<file path="src/design/plst_pkg.sv">
`default_nettype none
package plst_pkg;

	typedef enum logic [1:0] {
		MODE_APPEND = 2'd0,
		MODE_INSERT = 2'd1,
		MODE_DELETE = 2'd2,
		MODE_READ   = 2'd3
	} mode_t;

	typedef enum logic [1:0] {
		ST_DONE   = 2'd0,
		ST_BADPOS = 2'd1,
		ST_FULL   = 2'd2
	} status_t;

	typedef struct packed {
		mode_t              mode;
		logic [7:0]         position;
		logic signed [31:0] value;
	} in_item_t;

	typedef struct packed {
		status_t            status;
		logic signed [31:0] word_out;
		logic [7:0]         count;
	} out_item_t;

	typedef struct packed {
		logic               upd;
		mode_t              mode;
		logic signed [31:0] value;
	} cell_ctl_t;

	localparam int GRP_SIZE = 16;

endpackage
`default_nettype wire

</file>
<file path="src/design/plst_cell.sv">
`default_nettype none
module plst_cell #(
	parameter int AW = 7,
	parameter logic [AW-1:0] IDX = '0
) (
	input  wire logic                      clk,
	input  wire plst_pkg::cell_ctl_t       ctl,
	input  wire logic [AW-1:0]             tgt,
	input  wire logic signed [31:0]        left,
	input  wire logic signed [31:0]        right,
	output logic signed [31:0]             word,
	output logic signed [31:0]             rd
);
	import plst_pkg::*;

	logic signed [31:0] word_q;

	always_ff @(posedge clk) begin
		if (ctl.upd) begin
			case (ctl.mode)
				MODE_APPEND: begin
					if (IDX == tgt) begin
						word_q <= ctl.value;
					end
				end
				MODE_INSERT: begin
					if (IDX == tgt) begin
						word_q <= ctl.value;
					end else if (IDX > tgt) begin
						word_q <= left;
					end
				end
				MODE_DELETE: begin
					if (IDX >= tgt) begin
						word_q <= right;
					end
				end
				MODE_READ: begin
					word_q <= word_q;
				end
				default: begin
					word_q <= word_q;
				end
			endcase
		end
	end

	assign word = word_q;
	assign rd   = (IDX == tgt) ? word_q : '0;

endmodule
`default_nettype wire

</file>
<file path="config.mk">
export PLATFORM = sky130hd
export DESIGN_NAME = plst_cell
export DESIGN_NICKNAME = d
export VERILOG_FILES = /design/src/design/plst_pkg.sv /design/src/design/plst_cell.sv
export SDC_FILE = /design/constraint.sdc
export NUM_CORES = 1
export LEC_CHECK = 0
export BUFFER_PORTS_ARGS = -buffer_cell sky130_fd_sc_hd__clkbuf_2
export CAP_MARGIN = 5
export CORE_MARGIN = 8
export CORE_UTILIZATION = 46
export DETAILED_ROUTE_END_ITERATION = 12
export GPL_ROUTABILITY_DRIVEN = 0
export PLACE_DENSITY_LB_ADDON = 0.15
export SYNTH_ARGS = -nofsm -noshare
export SYNTH_HDL_FRONTEND = slang
export SYNTH_SLANG_ARGS = --single-unit
</file>
<file path="constraint.sdc">
create_clock -name clk -period 6.62 [get_ports clk]
set_input_delay 0.331 -clock clk [delete_from_list [all_inputs] [get_ports clk]]
set_output_delay 0.331 -clock clk [all_outputs]
set_load 0.05 [all_outputs]
</file>
[Word-level counts from Yosys, hierarchy flattened]
Cells that the tools add are included.
Cells by class
  $add $sub $neg: 0
  multiply operators: 0
  divide/modulo/power cells: 0
  order comparisons: 2
  equal/unequal tests: 6
  shift-type cells: 0
  multiplexer cells: 6
  bitwise operators: 1
  reductions and logical operators: 3
Operators with widths (count)
  2-to-1 mux 32 bit: 5
  case mux 32 bit (3 select lines): 1
  greater-or-equal comparator 1 x 7 -> 1 bit (first input constant): 1
  greater-than comparator 1 x 7 -> 1 bit (first input constant): 1
  logical NOT 7 bit: 1
  AND reduction 5 bit: 1
  == test 2 bit (second input constant): 2
  != test 2 bit (second input constant): 2
  != test 3 bit (second input constant): 1
  == test 2 x 1 -> 1 bit (second input constant): 1
  logical NOT 2 bit: 1
  NOT 1 bit: 1
Storage, ports and cells
  register bits: 32
  bits in latches: 0
  RAM bits: 0
  memory bits (read-only): 0
  bits of input ports: 107
  output and inout bits: 64
  memories: 0

[Longest topological paths before layout]
  depth in word-level cells: 4
  mapped depth: 8

[Least setup slack after synthesis]
No wires, ideal clock.
  kind: input-to-reg
  start point: in ctl[32] (netlist bit)
  end point: reg word_q[0] (netlist: word[0]), enable pin
  setup time: 468 ps
  data arrival time: 3288 ps
  required time: 6152 ps
  setup slack: 2864 ps
  stages on the path: 6
  path through: inv_1 > ha_1 > clkbuf_1 > nor3_1 > a21oi_1 > nor3b_1
Between the ends
  cells in the longest elaborated chain, start to end: 3
RTL lines
  from (decl): RTL line plst_cell.sv:7  | input wire plst_pkg::cell_ctl_t ctl,
  == test 2 x 1 -> 1 bit (tied with other cells): RTL line plst_cell.sv:20  | case (ctl.mode)
  != test 3 bit (no source line) (tied with other cells)
  AND reduction 5 bit (no source line) (*)
  to (signal assigned): RTL line plst_cell.sv:23  | word_q <= ctl.value;
  to (signal assigned): RTL line plst_cell.sv:28  | word_q <= ctl.value;
  to (signal assigned): RTL line plst_cell.sv:30  | word_q <= left;
  to (decl): RTL line plst_cell.sv:16  | logic signed [31:0] word_q;
Mark *: on every way between the ends. The rest lies on a longest branch, timed or not.
A chain may end at the register's enable or synchronous reset.

[Worst setup path in the final report]
  start point: in ctl[33] (netlist bit)
  end point: reg word_q[7] (netlist: word[7]), data pin
Between the ends
  cells in the longest elaborated chain, start to end: 2
RTL lines (RTL line)
  == test 2 bit (tied with other cells): plst_cell.sv:20
  case mux 32 bit (3 select lines) (*): plst_cell.sv:20
Marked as above.

==> reports/summary.txt <==
outcome -> completed
Clock transition at path regs -> 70 ps
required time worst endpoint -> 6740 ps
switching share of power -> 35.6%
Hold WC Path Type -> primary input to flop
CTS root buf -> clkbuf_8
final setup fails -> 0
share of cells above drive strength 1 -> 51.3%
WP data arrival -> 3010 ps
synthesis-stage register bit count -> 32
post-DP HPWL -> 6160 µm
FMAX -> 346 MHz
vias in the first global route -> 2938
max reg flops -> 32
critical path launch point type -> primary input
Routed Antenna Nets -> 0
post-synthesis cell area -> 2580 µm²
net switching power -> 212 µW
syn nets -> 385
EDFF count, synth -> 32
placed cell count -> 484
Seq/Total Area, Yosys -> 37.2%
Clock Power Share -> 23.7%
input/output buffers -> 170
minimum clock period -> 2890 ps
PwrDens -> 172 nW/µm²
# rows -> 27
synth unique cells -> 21
area of the multi-input gates -> 1440 µm²
share of async-settable or async-resettable flops after synthesis -> 0%
Diodes inserted -> 0
CTS buffer count -> 5
RSZ-0062 raised after global routing -> false
Crit-path slowest cell -> and2_1
worst path bufs/invs -> 2
hold buffer count at CTS -> 0
DR pass1 iterations -> 5
Crit. End Element -> flop
first-pass GRT wire length -> 14100 µm
Setup Crit Path Kind -> primary input to flop
CTS resizes -> 0
main area contributors after synthesis -> edfxtp_1 (37%), o211ai_2 (15%), a31oi_1 (7.8%)
GR Overflow Total -> 0
CP max stage delay -> 1090 ps
worst slew pin tran -> 1250 ps
final wirelength -> 8830 µm
Via Count -> 2792
Max IR drop VDD -> 0.102 mV
final hold vios -> 0
core area -> 5470 µm²
design area -> 3460 µm²
Leak -> 0.00166 µW
fill cell count -> 515
pin count of the biggest net entering global routing -> 67
H-tree levels -> 2
Sink Count -> 32
Post-Synthesis Cells -> 274
CP cell instances -> clkbuf_2 > inv_1 > ha_2 > and2_1 > nand2_1 > o211ai_2
clock tree buffer depth -> 2
antenna violations before repair -> 0
internal power -> 383 µW
die width -> 90.9 µm
fin crit share -> 43.7%
CTS tree -> yes
Synth Area per Inst -> 9.42 µm²
synth warn -> 0
detail-routed via count per cell -> 5.69
initial core utilization -> 47.2%
full die area -> 8260 µm²
Die Span Y -> 90.9 µm
Reg area -> 961 µm²
placed instance area -> 3380 µm²
part of the power in combinational logic -> 33.6%
top_reg_cell synth -> edfxtp_1
Tot Pwr -> 595 µW
Layout Cells excl Fill -> 491
setup TNS -> 0 ps
I/O pin cnt -> 171
Post-CTS Setup Bufs -> 0
Flop pwr share -> 42.8%
Iter 0 DRT Violations -> 169
Final Slew Violations -> 0
max cap viols -> 0
Nets -> 530
CP delay by family, top -> simple AND/OR/NAND/NOR gates
WL/cell -> 18.0 µm
Max-slew headroom -> 16.7%
cell accounting for the most synthesized area -> edfxtp_1
synth-to-layout area growth -> 34.1%
top cell type's share of synthesized area -> 37.2%
GRT Total Usage -> 20.6%
drt drc -> 0
Max FO, Critical Path -> 65
## layout by cell type, fill, tap and decap left out, drive strengths merged, types with 4 or more instances in the layout
| cell type | Yosys | routed |
|---|---|---|
| clkbuf | 14 | 175 |
| nand2 | 32 | 32 |
| nor2b | 32 | 32 |
| a31oi | 32 | 32 |
| nand4 | 32 | 32 |
| and3 | 32 | 32 |
| edfxtp | 32 | 32 |
| o211ai | 32 | 32 |
| buf | 23 | 5 |
| ha | 4 | 4 |
## power groups by stage
stage	Combinational (µW)	Clock (µW)	Sequential, µW
2_1_floorplan	80.2	0	314
3_3_place_gp	197	0	259
3_5_place_dp	200	0	259
4_1_cts	201	142	255
5_1_grt	216	152	256
6_report	200	141	255
## cell type report
type	instances	share of cell area, %
inverters	2	0.217
repair buffers	175	25.7
well taps	72	2.60
clock buffers	5	1.99
clock inverters	2	0.217
flip-flops and latches	32	27.8
multi-input cells	203	41.5
## path summary, 6_finish.rpt
check	start	endpoint	slack, ps	depth (start not counted)
max	ctl[33]	word[7]$_DFFE_PP_	3730	6
min	right[27]	word[27]$_DFFE_PP_	370	3
## metal layers
layer | routed length [µm] | global-route usage (%) | vias to the layer above
li1 | - | - | 1342
met5 | 0 | 0 | -
met4 | 184 | 6.82 | 0
met3 | 723 | 6.57 | 18
met2 | 4540 | 36.2 | 127
met1 | 3380 | 22.9 | 1305
## kinds of logic (layout without fill, tap and decap cells)
| group | count (synthesis) | in the layout | synth area share [%] |
|---|---|---|---|
| flip-flops | 32 | 32 | 37.2 |
| AND/OR/NAND/NOR | 134 | 134 | 29.8 |
| buffers and inverters | 39 | 184 | 8.00 |
| AO/OA/AOI/OAI | 65 | 65 | 23.1 |
| adder cells (fa/ha/maj) | 4 | 4 | 1.94 |
## stage by stage
stage / setup WS, ps / util [%] / hold WS (ps)
4_1_cts: 3730 / 63.2 / 370
3_3_place_gp: 3540 / 61.8 / 656
5_1_grt: 3470 / 63.2 / 369
2_1_floorplan: 2860 / - / 563
3_5_place_dp: 3440 / 61.8 / 664
6_report: 3730 / 63.2 / 372
Power figures use the tool's default switching activity.
